==> config.mk <==
export PLATFORM = sky130hd
export DESIGN_NAME = vgcd_ctrl
export DESIGN_NICKNAME = d
export VERILOG_FILES = /design/src/hdl/vgcd_pkg.sv /design/src/hdl/vgcd_ctrl.sv
export SDC_FILE = /design/constraint.sdc
export NUM_CORES = 1
export LEC_CHECK = 0
export BUFFER_PORTS_ARGS = -buffer_cell sky130_fd_sc_hd__clkbuf_2
export CAP_MARGIN = 20
export CORE_MARGIN = 8
export CORE_UTILIZATION = 50
export CTS_BUF_LIST = sky130_fd_sc_hd__clkbuf_16
export DETAILED_ROUTE_END_ITERATION = 8
export PLACE_DENSITY = 0.87
export SKIP_LAST_GASP = 1
export SLEW_MARGIN = 40
export SYNTH_ARGS = -nofsm -noshare
export SYNTH_HDL_FRONTEND = slang
export SYNTH_SLANG_ARGS = --single-unit
==> constraint.sdc <==
create_clock -name clk -period 1.9 [get_ports clk]
set_input_delay 0.38 -clock clk [delete_from_list [all_inputs] [get_ports clk]]
set_output_delay 0.38 -clock clk [all_outputs]
set_load 0.005 [all_outputs]
==> src/hdl/vgcd_pkg.sv <==
`timescale 1ns / 1ps
package vgcd_pkg;

	localparam int MAX_POINTS = 1024;
	localparam int MAX_CELLS = 4096;
	localparam int PT_AW = $clog2(MAX_POINTS);
	localparam int CNT_W = PT_AW + 1;
	localparam int CELL_AW = $clog2(MAX_CELLS);
	localparam int CELLS_W = CELL_AW + 1;
	localparam int COORD_W = 32;
	localparam int LEAF_W = 31;
	localparam int SUM_W = COORD_W + PT_AW + 1;
	localparam int HITS_W = CNT_W;
	localparam int CFG_W = 32;
	localparam int REG_IDX_W = 3;

	localparam logic [LEAF_W-1:0] LEAF_RESET = LEAF_W'(65536);
	localparam logic RK_STATUS = 1'b0;
	localparam logic RK_FETCH = 1'b1;

	typedef enum logic [1:0] {
		CMD_LOAD,
		CMD_END,
		CMD_FETCH,
		CMD_SPARE
	} cmd_e_t;

	typedef enum logic [2:0] {
		ST_OK,
		ST_EMPTY,
		ST_OVERFLOW,
		ST_GRID,
		ST_NONE
	} status_t;

	typedef enum logic [REG_IDX_W-1:0] {
		REG_LEAF_X,
		REG_LEAF_Y,
		REG_LEAF_Z,
		REG_CUT_EN,
		REG_CUT_DIST
	} reg_idx_t;

	typedef struct packed {
		logic [1:0]                command;
		logic signed [COORD_W-1:0] point_x;
		logic signed [COORD_W-1:0] point_y;
		logic signed [COORD_W-1:0] point_z;
		logic [COORD_W-1:0]        point_distance;
	} req_t;

	typedef struct packed {
		logic                      result_kind;
		logic [2:0]                status;
		logic [CELLS_W-1:0]        centroid_count;
		logic signed [COORD_W-1:0] mean_x;
		logic signed [COORD_W-1:0] mean_y;
		logic signed [COORD_W-1:0] mean_z;
		logic                      last_centroid;
	} res_t;

	typedef enum logic [4:0] {
		OP_NONE,
		OP_LOAD,
		OP_EOS_FAIL,
		OP_EOS_OK,
		OP_PASS_INIT,
		OP_PT_READ,
		OP_DIV_PT,
		OP_BOX_UPD,
		OP_DIM1,
		OP_DIM2,
		OP_COMMIT,
		OP_CLEAR,
		OP_OFFSET,
		OP_IDX1,
		OP_IDX2,
		OP_CELL_READ_IDX,
		OP_CELL_ACC,
		OP_CELL_READ_CUR,
		OP_CELL_CHECK,
		OP_FETCH_EMIT,
		OP_FETCH_NONE
	} dp_op_t;

	typedef struct packed {
		dp_op_t  op;
		status_t status;
	} ctl_t;

	typedef struct packed {
		logic ovf;
		logic cnt_zero;
		logic pt_last;
		logic div_done;
		logic grid_big;
		logic clr_last;
		logic hits_nz;
		logic scan_more;
		logic fetch_empty;
	} dp_stat_t;

	typedef enum logic [4:0] {
		S_IDLE,
		S_B_READ,
		S_B_DIV,
		S_B_WAIT,
		S_DIM1,
		S_DIM2,
		S_DIM3,
		S_CLEAR,
		S_A_READ,
		S_A_DIV,
		S_A_WAIT,
		S_A_IDX1,
		S_A_IDX2,
		S_A_RD,
		S_A_UPD,
		S_A_DONE,
		S_F_READ,
		S_F_CHECK,
		S_F_WAIT,
		S_F_NONE
	} state_t;

endpackage

==> src/hdl/vgcd_ctrl.sv <==
`timescale 1ns / 1ps
module vgcd_ctrl (
	input  logic               clk,
	input  logic               arst_n,
	input  logic               start,
	input  logic [1:0]         command,
	input  vgcd_pkg::dp_stat_t stat,
	output logic               busy,
	output vgcd_pkg::ctl_t     ctl
);
	import vgcd_pkg::*;

	state_t state_q;
	state_t state_d;

	always_ff @(posedge clk or negedge arst_n) begin
		if (!arst_n) begin
			state_q <= S_IDLE;
		end else begin
			state_q <= state_d;
		end
	end

	assign busy = state_q != S_IDLE;

	always_comb begin
		state_d = state_q;
		ctl.op = OP_NONE;
		ctl.status = ST_OK;
		unique case (state_q)
			S_IDLE: begin
				if (start) begin
					unique case (command)
						CMD_LOAD: ctl.op = OP_LOAD;
						CMD_END: begin
							if (stat.ovf) begin
								ctl.op = OP_EOS_FAIL;
								ctl.status = ST_OVERFLOW;
							end else if (stat.cnt_zero) begin
								ctl.op = OP_EOS_FAIL;
								ctl.status = ST_EMPTY;
							end else begin
								ctl.op = OP_PASS_INIT;
								state_d = S_B_READ;
							end
						end
						CMD_FETCH: begin
							if (stat.fetch_empty) begin
								ctl.op = OP_FETCH_NONE;
							end else begin
								state_d = S_F_READ;
							end
						end
						default: begin
						end
					endcase
				end
			end
			S_B_READ: begin
				ctl.op = OP_PT_READ;
				state_d = S_B_DIV;
			end
			S_B_DIV: begin
				ctl.op = OP_DIV_PT;
				state_d = S_B_WAIT;
			end
			S_B_WAIT: begin
				if (stat.div_done) begin
					ctl.op = OP_BOX_UPD;
					state_d = stat.pt_last ? S_DIM1 : S_B_READ;
				end
			end
			S_DIM1: begin
				ctl.op = OP_DIM1;
				state_d = S_DIM2;
			end
			S_DIM2: begin
				ctl.op = OP_DIM2;
				state_d = S_DIM3;
			end
			S_DIM3: begin
				if (stat.grid_big) begin
					ctl.op = OP_EOS_FAIL;
					ctl.status = ST_GRID;
					state_d = S_IDLE;
				end else begin
					ctl.op = OP_COMMIT;
					state_d = S_CLEAR;
				end
			end
			S_CLEAR: begin
				ctl.op = OP_CLEAR;
				if (stat.clr_last) begin
					state_d = S_A_READ;
				end
			end
			S_A_READ: begin
				ctl.op = OP_PT_READ;
				state_d = S_A_DIV;
			end
			S_A_DIV: begin
				ctl.op = OP_DIV_PT;
				state_d = S_A_WAIT;
			end
			S_A_WAIT: begin
				if (stat.div_done) begin
					ctl.op = OP_OFFSET;
					state_d = S_A_IDX1;
				end
			end
			S_A_IDX1: begin
				ctl.op = OP_IDX1;
				state_d = S_A_IDX2;
			end
			S_A_IDX2: begin
				ctl.op = OP_IDX2;
				state_d = S_A_RD;
			end
			S_A_RD: begin
				ctl.op = OP_CELL_READ_IDX;
				state_d = S_A_UPD;
			end
			S_A_UPD: begin
				ctl.op = OP_CELL_ACC;
				state_d = stat.pt_last ? S_A_DONE : S_A_READ;
			end
			S_A_DONE: begin
				ctl.op = OP_EOS_OK;
				state_d = S_IDLE;
			end
			S_F_READ: begin
				ctl.op = OP_CELL_READ_CUR;
				state_d = S_F_CHECK;
			end
			S_F_CHECK: begin
				ctl.op = OP_CELL_CHECK;
				if (stat.hits_nz) begin
					state_d = S_F_WAIT;
				end else if (stat.scan_more) begin
					state_d = S_F_READ;
				end else begin
					state_d = S_F_NONE;
				end
			end
			S_F_WAIT: begin
				if (stat.div_done) begin
					ctl.op = OP_FETCH_EMIT;
					state_d = S_IDLE;
				end
			end
			S_F_NONE: begin
				ctl.op = OP_FETCH_NONE;
				state_d = S_IDLE;
			end
			default: begin
				state_d = S_IDLE;
			end
		endcase
	end

endmodule

==> flow_summary_export.csv, run 1 <==
group,metric,value,unit
setup_path,r2r-start,"state_q[2]",
route,ant_nets,0,
sta,fin_crit,1.951,ns
cells_and_area,drive_gt1_frac,0.4040,
floorplan,io_pins,23,
sta,max_freq,512.6,MHz
route,post_drt_via_cell_ratio,6.287,
cells_and_area,nets,166,
sta,finalSetupViolations,6,
logic_synthesis,yosys_register_bits,5,
logic_synthesis,syn_area_per_cell,6.722,sq um
route,wl_met3,188,um
setup_path,worstPathArrival,1.57,ns
logic_synthesis,yosysSeqAreaShare,0.1692,
grt,first_global_vias,989,
setup_path,cp-start-kind,"register",
worst_hold_path,hold_path_startpoint,"stat[3]",
logic_synthesis,syn-num-nets,124,
cells_and_area,largest_reg_flops,5,
logic_synthesis,syn-cell-area,739.5,sq um
floorplan,initial_core_util,0.5148,
job,drv_cap,0,
cells_and_area,multi_input_area,594.3,sq um
setup_path,r2r-end,"state_q[1]",
sta,fin_crit_sh,1.027,
sta,slew_violations,0,
setup_path,crit_fanout,2,
power,ir_drop,0.001248,V
route,drc,0,
cells_and_area,diodes,0,
sta,slew_headroom,0.6072,
worst_hold_path,hold_end,"state_q[2]",
placed_design,port_buffers,21,
sta,clock_skew,0.001710,ns
route,met2_length,1514,um
floorplan,coreArea,0.001436,sq mm
power,power.density,1549,mW/mm^2
setup_path,worstPathRequired,1.52,ns
cells_and_area,top_register,"state_q",
floorplan,fp.dieW,54.46,um
grt,grt_max_degree,20,
route,totalWireLength,2880,um
sta,worstMarginPinSlew,0.5744,ns
placed_design,gp_congestion,0.8725,
placed_design,dp_slack,0.05263,ns
power,leakagePower,0.5477,nW
route,first_pass_iters,4,
logic_synthesis,yosysUniqueCellTypes,41,
outcome,failed_checks,"setup timing",
cells_and_area,syn2layout_area_growth,55.33,%
route,drtIter0Drc,39,
clocking,insertion_delay,0.23,ns
clocking,cts_tree,"yes",
worst_hold_path,whs_path_depth,3,
floorplan,core.rowCount,14,
setup_path,rrSetupSlack,-0.02,ns
clocking,htreeDepth,1,
route,wl_met1,1109,um
logic_synthesis,ys_warn_count,0,
grt,grt_pass1_wl,4643,um
sta,totalNegativeSetupSlack,-0.1909,ns
route,routedWlPerCell,17.25,um
route,vias,1050,
sta,rsz0062_at_grt,"true",
clocking,cts_buffers,3,
setup_path,worstSetupEndpointType,"output port",
floorplan,dieArea,0.002965,sq mm
grt,track_usage,0.2072,
worst_hold_path,hold_path.class,"in -> reg",
clocking,clk_pin_slew,0.03,ns
setup_path,critical_path_class,"reg -> out",
floorplan,die_h,54.46,um
cells_and_area,largestRegisters,"state_q (5)",
clocking,clock_path_buffers,2,
cells_and_area,fillers,85,
grt,antenna_found_initial,0,
cells_and_area,area.sequential,126.4,sq um
placed_design,dp_hpwl,1880,um
clocking,cts_sinks,5,
grt,grt_remaining_overflow,0,
clocking,root_buffer,"clkbuf_16",
sta,hold_viol,0,
route,dr.max_layer_used,"met4",
setup_path,reg2reg_depth,8,
outcome,status,"complete, but fails checks",
logic_synthesis,syn_inst,110,
sta,worst_slack,-0.05092,ns
-- power breakdown --
part,internal [mW],switching [mW]
Combinational,0.583,0.649
Sequential,0.148,0.0600
Clock,0.272,0.0669
-- worst max-delay path by stage --
stage | end | from | cells past startpoint | slack, ns
floorplan | ctl[4] | state_q[1] | 6 | 0.03
global placement | state_q[2] | state_q[4] | 6 | 0.11
detailed placement | ctl[0] | state_q[4] | 7 | 0.05
CTS | ctl[0] | state_q[3] | 7 | -0.03
global route | ctl[7] | state_q[1] | 5 | -0.14
finish | ctl[0] | state_q[1] | 7 | -0.05
-- worst max-delay path, cell delays in order (launching register included) --
cell      delay, ns
dfrtp_1        0.41
nor3_4         0.22
nand3_2        0.11
nor3b_2        0.22
buf_4          0.14
nand3b_1       0.07
nand2_1        0.07
clkbuf_2       0.10
-- cells in the mapped netlist (all sizes together) --
master	number	area share
buf	6	0.046
nand2b	3	0.036
clkbuf	4	0.020
nand3	3	0.020
a31oi	1	0.0085
o21bai	1	0.010
or4	1	0.010
o221a	1	0.015
o211a	1	0.014
o221ai	1	0.012
conb	1	0.0051
nand4	1	0.0085
a21o	1	0.010
and2	1	0.0085
o31ai	1	0.010
o32ai	1	0.012
o2111ai	1	0.012
a2bb2oi	1	0.012
nand3b	1	0.010
o22a	1	0.012
xor2	2	0.024
nor2b	3	0.025
o41ai	2	0.024
a221oi	1	0.012
a21oi	8	0.054
nor3	4	0.027
nor4b	1	0.012
o211ai	3	0.030
dfrtp	5	0.17
nor3b	3	0.030
or3	2	0.017
a211oi	3	0.030
mux2i	2	0.027
inv	5	0.025
nor2	9	0.046
a2111oi	1	0.012
o21ai	13	0.088
nand2	11	0.056
-- kinds of logic after synthesis --
logic type / Yosys count / share of synthesized area
mux: 2 / 0.02707
xor+xnor: 2 / 0.02369
compound gates: 42 / 0.3774
buf+inv: 15 / 0.09135
other cells: 1 / 0.005071
simple gates: 43 / 0.3063
flops: 5 / 0.1692
-- cells in the final DEF (no fill, tap or decap), types with 2 or more instances in the layout --
master	instances
nor2_1	7
clkbuf_2	20
buf_6	2
nand3_1	2
o21ai_1	4
nor3b_1	2
nor2b_1	3
nand2_1	11
nand2b_4	2
o41ai_1	2
dfrtp_1	4
inv_1	5
nor3_1	3
o21ai_0	9
buf_4	23
or3_1	2
o211ai_1	3
a21oi_1	8
xor2_1	2
nor2_2	2
a211oi_1	3
mux2i_1	2
clkbuf_16	3
-- layout make-up --
cell class	instances	share of cell area
Sequential cell	5	0.1100
Clock buffer	3	0.06536
Inverter	5	0.01634
Tap cell	16	0.01743
Timing Repair Buffer	47	0.2702
Clock inverter	1	0.003268
Multi-Input combinational cell	90	0.5174
-- through the flow --
step	instance area, sq um	std cells	total power, mW	util	hold slack [ns]
after floorplan	739.5	110	0.8133	-	0.08441
after global placement	920.9	151	1.156	0.6411	0.1954
after global routing	1149	167	1.897	0.7997	0.4697
after detailed placement	920.9	151	1.201	0.6411	0.1964
final	1149	167	1.779	0.7997	0.4674
after CTS	1120	166	1.688	0.7796	0.4609
-- metal layers --
metal / vias up / global-route usage
met5: - / 0
met4: 0 / 0.08197
met3: 9 / 0.02717
met2: 64 / 0.3664
met1: 487 / 0.2453
li1: 490 / -
-- what timing repair did --
| action | CTS | global route |
|---|---|---|
| pin swaps | 2 | 4 |
| hold buffers | 1 | 0 |
| resized for setup | 13 | 5 |
| hold endpoints to repair | 5 | 0 |
| buffers inserted | 10 | 1 |
| endpoints found under the setup margin | 6 | 8 |
Note: power is estimated with default switching activity, not from simulation.
==> run 2: changes to the inputs <==
--- a/config.mk
+++ b/config.mk
@@ -5,13 +5,14 @@
 export SDC_FILE = /design/constraint.sdc
 export NUM_CORES = 1
 export LEC_CHECK = 0
+export ABC_AREA = 1
 export BUFFER_PORTS_ARGS = -buffer_cell sky130_fd_sc_hd__clkbuf_2
 export CAP_MARGIN = 20
-export CORE_MARGIN = 8
-export CORE_UTILIZATION = 50
+export CORE_MARGIN = 10
+export CORE_UTILIZATION = 52
 export CTS_BUF_LIST = sky130_fd_sc_hd__clkbuf_16
 export DETAILED_ROUTE_END_ITERATION = 8
-export PLACE_DENSITY = 0.87
+export PLACE_DENSITY = 0.88
 export SKIP_LAST_GASP = 1
 export SLEW_MARGIN = 40
 export SYNTH_ARGS = -nofsm -noshare
==> flow_summary_export.csv, run 2 <==
group,metric,value,unit
outcome,status,"complete, but fails checks",
outcome,failed_checks,"setup timing",
grt,grt_pass1_wl,5071,um
clocking,insertion_delay,0.24,ns
clocking,clock_path_buffers,2,
sta,worst_slack,-0.1012,ns
route,totalWireLength,4158,um
route,first_pass_iters,6,
clocking,cts_sinks,5,
logic_synthesis,yosysUniqueCellTypes,24,
setup_path,worstSetupEndpointType,"output port",
sta,fin_crit,2.001,ns
cells_and_area,area.sequential,131.4,sq um
logic_synthesis,syn-cell-area,869.6,sq um
cells_and_area,final_cell_mix,"nand2_1 (51), clkbuf_2 (20), nand3_1 (16)",
grt,first_global_vias,1120,
cells_and_area,syn2layout_area_growth,50.65,%
clocking,cts_buffers,3,
setup_path,critical_path_class,"reg -> out",
cells_and_area,fillers,75,
logic_synthesis,syn_area_per_cell,5.469,sq um
logic_synthesis,synth_top_area_share,0.2288,
sta,hold_slack,0.4723,ns
logic_synthesis,yosys_register_bits,5,
floorplan,coreArea,0.001541,sq mm
setup_path,crit_fanout,4,
grt,antenna_found_initial,0,
route,drc,0,
cells_and_area,nets,211,
clocking,clk_pin_slew,0.04,ns
logic_synthesis,syn_inst,159,
logic_synthesis,synthTopCellsByCount,"nand2_1 (53), nand3_1 (18), nor2_1 (18), inv_1 (14), nor2_2 (7)",
logic_synthesis,synth-main-ff-cell,"dfrtp_1",
placed_design,gp_congestion,0.9309,
cells_and_area,drive_gt1_frac,0.4490,
sta,fin_crit_sh,1.053,
grt,grt_max_degree,11,
cells_and_area,multi_input_area,784.5,sq um
power,power.density,1572,mW/mm^2
floorplan,initial_core_util,0.5641,
logic_synthesis,synthArstFlopShare,1.000,
route,drtIter0Drc,127,
sta,slew_violations,0,
setup_path,worstPathRequired,1.52,ns
cells_and_area,top_register,"state_q",
power,total_power,2.059,mW
cells_and_area,largestRegisters,"state_q (5)",
sta,max_freq,499.7,MHz
route,ant_nets,0,
worst_hold_path,hold_path.class,"in -> reg",
logic_synthesis,synth_edf_count,0,
setup_path,worstPathArrival,1.62,ns
sta,hold_viol,0,
floorplan,fp.dieW,60.90,um
route,routedWlPerCell,19.61,um
setup_path,cp-start-kind,"register",
power,ir_drop,0.001353,V
route,post_drt_via_cell_ratio,6.538,
grt,track_usage,0.1703,
cells_and_area,diodes,0,
cells_and_area,largest_reg_flops,5,
clocking,cts_tree,"yes",
sta,clock_skew,0.005943,ns
power,leakagePower,0.7619,nW
job,drv_cap,0,
logic_synthesis,yosysSeqAreaShare,0.1439,
grt,grt_remaining_overflow,0,
logic_synthesis,yosysMostFrequentCell,"nand2_1",
clocking,root_buffer,"clkbuf_16",
floorplan,dieArea,0.003708,sq mm
logic_synthesis,ys_warn_count,0,
route,vias,1386,
sta,finalSetupViolations,6,
floorplan,core.rowCount,14,
logic_synthesis,syn-num-nets,173,
logic_synthesis,yosys-top-cells-area,"nand2_1 (23%), dfrtp_1 (14%), nand3_1 (10%)",
sta,rsz0062_at_grt,"true",
placed_design,port_buffers,21,
clocking,htreeDepth,1,
floorplan,die_h,60.90,um
cells_and_area,layout_commonest_cell,"nand2_1",
placed_design,dp_hpwl,2221,um
logic_synthesis,synth_area_leader_cell,"nand2_1",
floorplan,io_pins,23,
-- run 2: critical path: stages, from the launching register on --
cell      delay, ns
dfrtp_2        0.44
inv_2          0.12
nand2_2        0.11
nor2_4         0.20
nand2_1        0.12
o21ai_1        0.14
nor3_2         0.06
nand4_1        0.08
clkbuf_2       0.12
-- run 2: report_power, final --
part | internal [mW] | switching [mW] | total [mW]
Sequential | 0.153 | 0.115 | 0.268
Clock | 0.275 | 0.0916 | 0.366
Combinational | 0.536 | 0.889 | 1.42
Total | 0.964 | 1.09 | 2.06
-- run 2: metrics by stage --
| step | cells | TNS [ns] | util | worst slack (ns) | cell area (sq um) |
|---|---|---|---|---|---|
| after floorplan | 159 | 0 | - | 0.3167 | 869.6 |
| after global placement | 197 | 0 | 0.6502 | 0.09500 | 1002 |
| after detailed placement | 197 | 0 | 0.6502 | 0.1206 | 1002 |
| after CTS | 203 | -0.1488 | 0.7265 | -0.03933 | 1120 |
| after global routing | 212 | -0.5921 | 0.8498 | -0.1281 | 1310 |
| final | 212 | -0.3157 | 0.8498 | -0.1012 | 1310 |
-- run 2: metal layers --
metal | routed length, um | track usage | share of wire
met1 | 1404 | 0.2084 | 0.34
met2 | 1960 | 0.2882 | 0.47
met3 | 568 | 0.02923 | 0.14
met4 | 223 | 0.06270 | 0.054
met5 | 0 | 0 | 0
-- run 2: kinds of logic (layout without fill, tap and decap cells) --
family	count (synthesis)	after routing	synth area share
simple gates	119	119	0.6662
buf+inv	21	58	0.09640
other cells	1	1	0.004312
flops	5	5	0.1439
compound gates	12	12	0.07769
mux	1	1	0.01151
-- run 2: area by class of cell --
class | count | share of cell area
tap | 16 | 0.01528
sequential | 5 | 0.1003
clock buffer | 3 | 0.05731
timing repair buffer | 34 | 0.1595
multi-input combinational | 133 | 0.5989
inverter | 20 | 0.06590
clock inverter | 1 | 0.002865
-- run 2: final timing paths --
kind / startpoint / to / slack (ns) / depth (start not counted)
worst max-delay path: state_q[3] / ctl[3] / -0.10 / 8
min in group asynchronous: arst_n / state_q[3] / 0.52 / 2
worst max register to register: state_q[1] / state_q[0] / 0.19 / 10
worst min-delay path: stat[3] / state_q[2] / 0.47 / 3
worst min register to register: state_q[0] / state_q[0] / 0.67 / 2
max in group asynchronous: arst_n / state_q[0] / 1.22 / 2
-- run 2: what timing repair did --
action	4_1_cts	5_1_grt
setup endpoints to repair	7	7
hold buffers	1	0
resized for setup	9	34
pin swaps	1	9
endpoints found under the hold margin	5	0
buffers inserted	1	9
==> run 3: changes to the inputs <==
--- a/config.mk
+++ b/config.mk
@@ -8,8 +8,11 @@
 export ABC_AREA = 1
 export BUFFER_PORTS_ARGS = -buffer_cell sky130_fd_sc_hd__clkbuf_2
 export CAP_MARGIN = 20
+export CELL_PAD_IN_SITES_DETAIL_PLACEMENT = 1
+export CELL_PAD_IN_SITES_GLOBAL_PLACEMENT = 1
+export CORE_ASPECT_RATIO = 0.6
 export CORE_MARGIN = 10
-export CORE_UTILIZATION = 52
+export CORE_UTILIZATION = 34
 export CTS_BUF_LIST = sky130_fd_sc_hd__clkbuf_16
 export DETAILED_ROUTE_END_ITERATION = 8
 export PLACE_DENSITY = 0.88
==> flow_summary_export.csv, run 3 (synthesis results as in run 2) <==
group,metric,value,unit
outcome,status,"complete, but fails checks",
outcome,failed_checks,"setup timing",
floorplan,die_h,59.18,um
placed_design,dp_hpwl,3103,um
setup_path,crit_fanout,6,
cells_and_area,syn2layout_area_growth,67.91,%
job,drv_cap,0,
cells_and_area,nets,224,
power,ir_drop,0.0009007,V
sta,clock_skew,0.0007494,ns
cells_and_area,largest_reg_flops,5,
placed_design,gp_congestion,0.9163,
route,drtIter0Drc,141,
sta,slew_violations,0,
clocking,insertion_delay,0.24,ns
grt,grt_use_met3,0.06456,
cells_and_area,final_cell_count_no_fill,241,
sta,hold_slack,0.5136,ns
cells_and_area,largestRegisters,"state_q (5)",
floorplan,initial_core_util,0.3521,
worst_hold_path,hold_path.class,"in -> async",
cells_and_area,layout_commonest_cell,"nand2_1",
cells_and_area,top_register,"state_q",
route,ant_nets,0,
sta,max_freq,480.2,MHz
setup_path,cp-start-kind,"register",
sta,rsz0062_at_grt,"true",
power,total_power,2.351,mW
clocking,cts_tree,"yes",
power,power.density,1610,mW/mm^2
clocking,clk_pin_slew,0.04,ns
route,vias,1403,
floorplan,dieArea,0.005047,sq mm
grt,met2_usage,0.3043,
clocking,cts_buffers,3,
clocking,clock_path_buffers,2,
sta,hold_viol,0,
setup_path,critical_path_class,"reg -> out",
cells_and_area,drive_gt1_frac,0.4880,
placed_design,dp.cells,214,
floorplan,io_pins,23,
setup_path,worstPathArrival,1.70,ns
sta,finalSetupViolations,7,
cells_and_area,final_cell_mix,"nand2_1 (50), buf_4 (23), clkbuf_2 (19)",
placed_design,port_buffers,21,
setup_path,worstSetupEndpointType,"output port",
cells_and_area,diodes,0,
sta,fin_crit_sh,1.096,
route,totalWireLength,5718,um
power,p_sw_frac,0.5342,
setup_path,crit_chain,"buf_4 -> nor2_4 -> nand3_1 -> nand2_2 -> nor2_1 -> nand3_1 -> buf_2",
route,routedWlPerCell,23.73,um
setup_path,rrSetupSlack,0.02,ns
grt,grt.busiest_layer,"met2",
sta,totalNegativeSetupSlack,-0.6853,ns
grt,first_global_vias,1371,
grt,use_met1,0.2156,
floorplan,coreArea,0.002470,sq mm
grt,track_usage,0.1811,
grt,grt_max_degree,8,
floorplan,core.rowCount,14,
power,leakagePower,0.8120,nW
setup_path,slowest_delay,0.47,ns
setup_path,critical_path.most_common_cell,"nand3_1",
clocking,root_buffer,"clkbuf_16",
route,drc,0,
power,power_frac_clock,0.155,
clocking,cts_sinks,5,
power,pwr-share-comb,0.736,
sta,worst_slack,-0.1823,ns
route,first_pass_iters,4,
clocking,htreeDepth,1,
setup_path,cp_slowest_cell,"dfrtp_2",
sta,fin_crit,2.082,ns
grt,antenna_found_initial,0,
floorplan,fp.dieW,85.29,um
setup_path,worstPathRequired,1.52,ns
grt,grt_remaining_overflow,0,
power,seqPwrFrac,0.109,
route,post_drt_via_cell_ratio,5.822,
power,p_sw,1.256,mW
power,internal-power,1.095,mW
grt,grt_pass1_wl,7327,um
==> run 3: through the flow <==
| stage | setup slack [ns] | instance area, sq um | utilization |
|---|---|---|---|
| after floorplan | 0.3167 | 869.6 | - |
| after global placement | 0.05514 | 1030 | 0.4169 |
| after detailed placement | -0.01909 | 1030 | 0.4169 |
| after CTS | -0.01437 | 1272 | 0.5152 |
| after global routing | -0.2137 | 1460 | 0.5912 |
| final | -0.1823 | 1460 | 0.5912 |
==> run 3: final timing paths <==
path                       startpoint         end  cells after the start
max                        state_q[2]      ctl[5]                      7
min                            arst_n  state_q[3]                      2
max reg2reg                state_q[4]  state_q[2]                     12
min reg2reg                state_q[1]  state_q[1]                      2
max in group asynchronous      arst_n  state_q[1]                      2
min in group clk              stat[3]  state_q[2]                      3
==> run 3: per-layer routing <==
| layer | routed length (um) | vias to the layer above | share of wire |
|---|---|---|---|
| met1 | 2427 | 683 | 0.42 |
| met2 | 2522 | 85 | 0.44 |
| met5 | 0 | - | 0 |
| li1 | - | 614 | - |
| met3 | 581 | 21 | 0.10 |
| met4 | 187 | 0 | 0.033 |
==> run 3: final cells by class <==
class | instances | area [sq um]
Fill cell | 348 | 1010
Timing Repair Buffer | 47 | 310.3
Tap cell | 32 | 40.04
Inverter | 20 | 88.84
Clock buffer | 3 | 75.07
Multi-Input combinational cell | 133 | 810.8
Clock inverter | 1 | 3.754
Sequential cell | 5 | 131.4
==> run 3: worst max-delay path: cells and delay by family, from the launching register on <==
| kind | cells | cell delay (ns) |
|---|---|---|
| simple gates | 5 | 0.71 |
| buf+inv | 2 | 0.29 |
| flops | 1 | 0.47 |
==> run 3: timing repair <==
item / CTS / global route
pin swaps: 5 / 10
hold endpoints to repair: 5 / 0
gates resized for setup: 25 / 25
endpoints found under the setup margin: 7 / 7
setup buffers: 11 / 11
hold buffers: 1 / 0
==> run 3: power by group through the flow <==
stage               Sequential [mW]  Combinational (mW)  Clock [mW]
floorplan                     0.209               0.706           0
global route                  0.258                1.85       0.374
CTS                           0.242                1.30       0.345
global placement              0.219                1.04           0
detailed placement            0.224                1.08           0
finish                        0.255                1.73       0.366
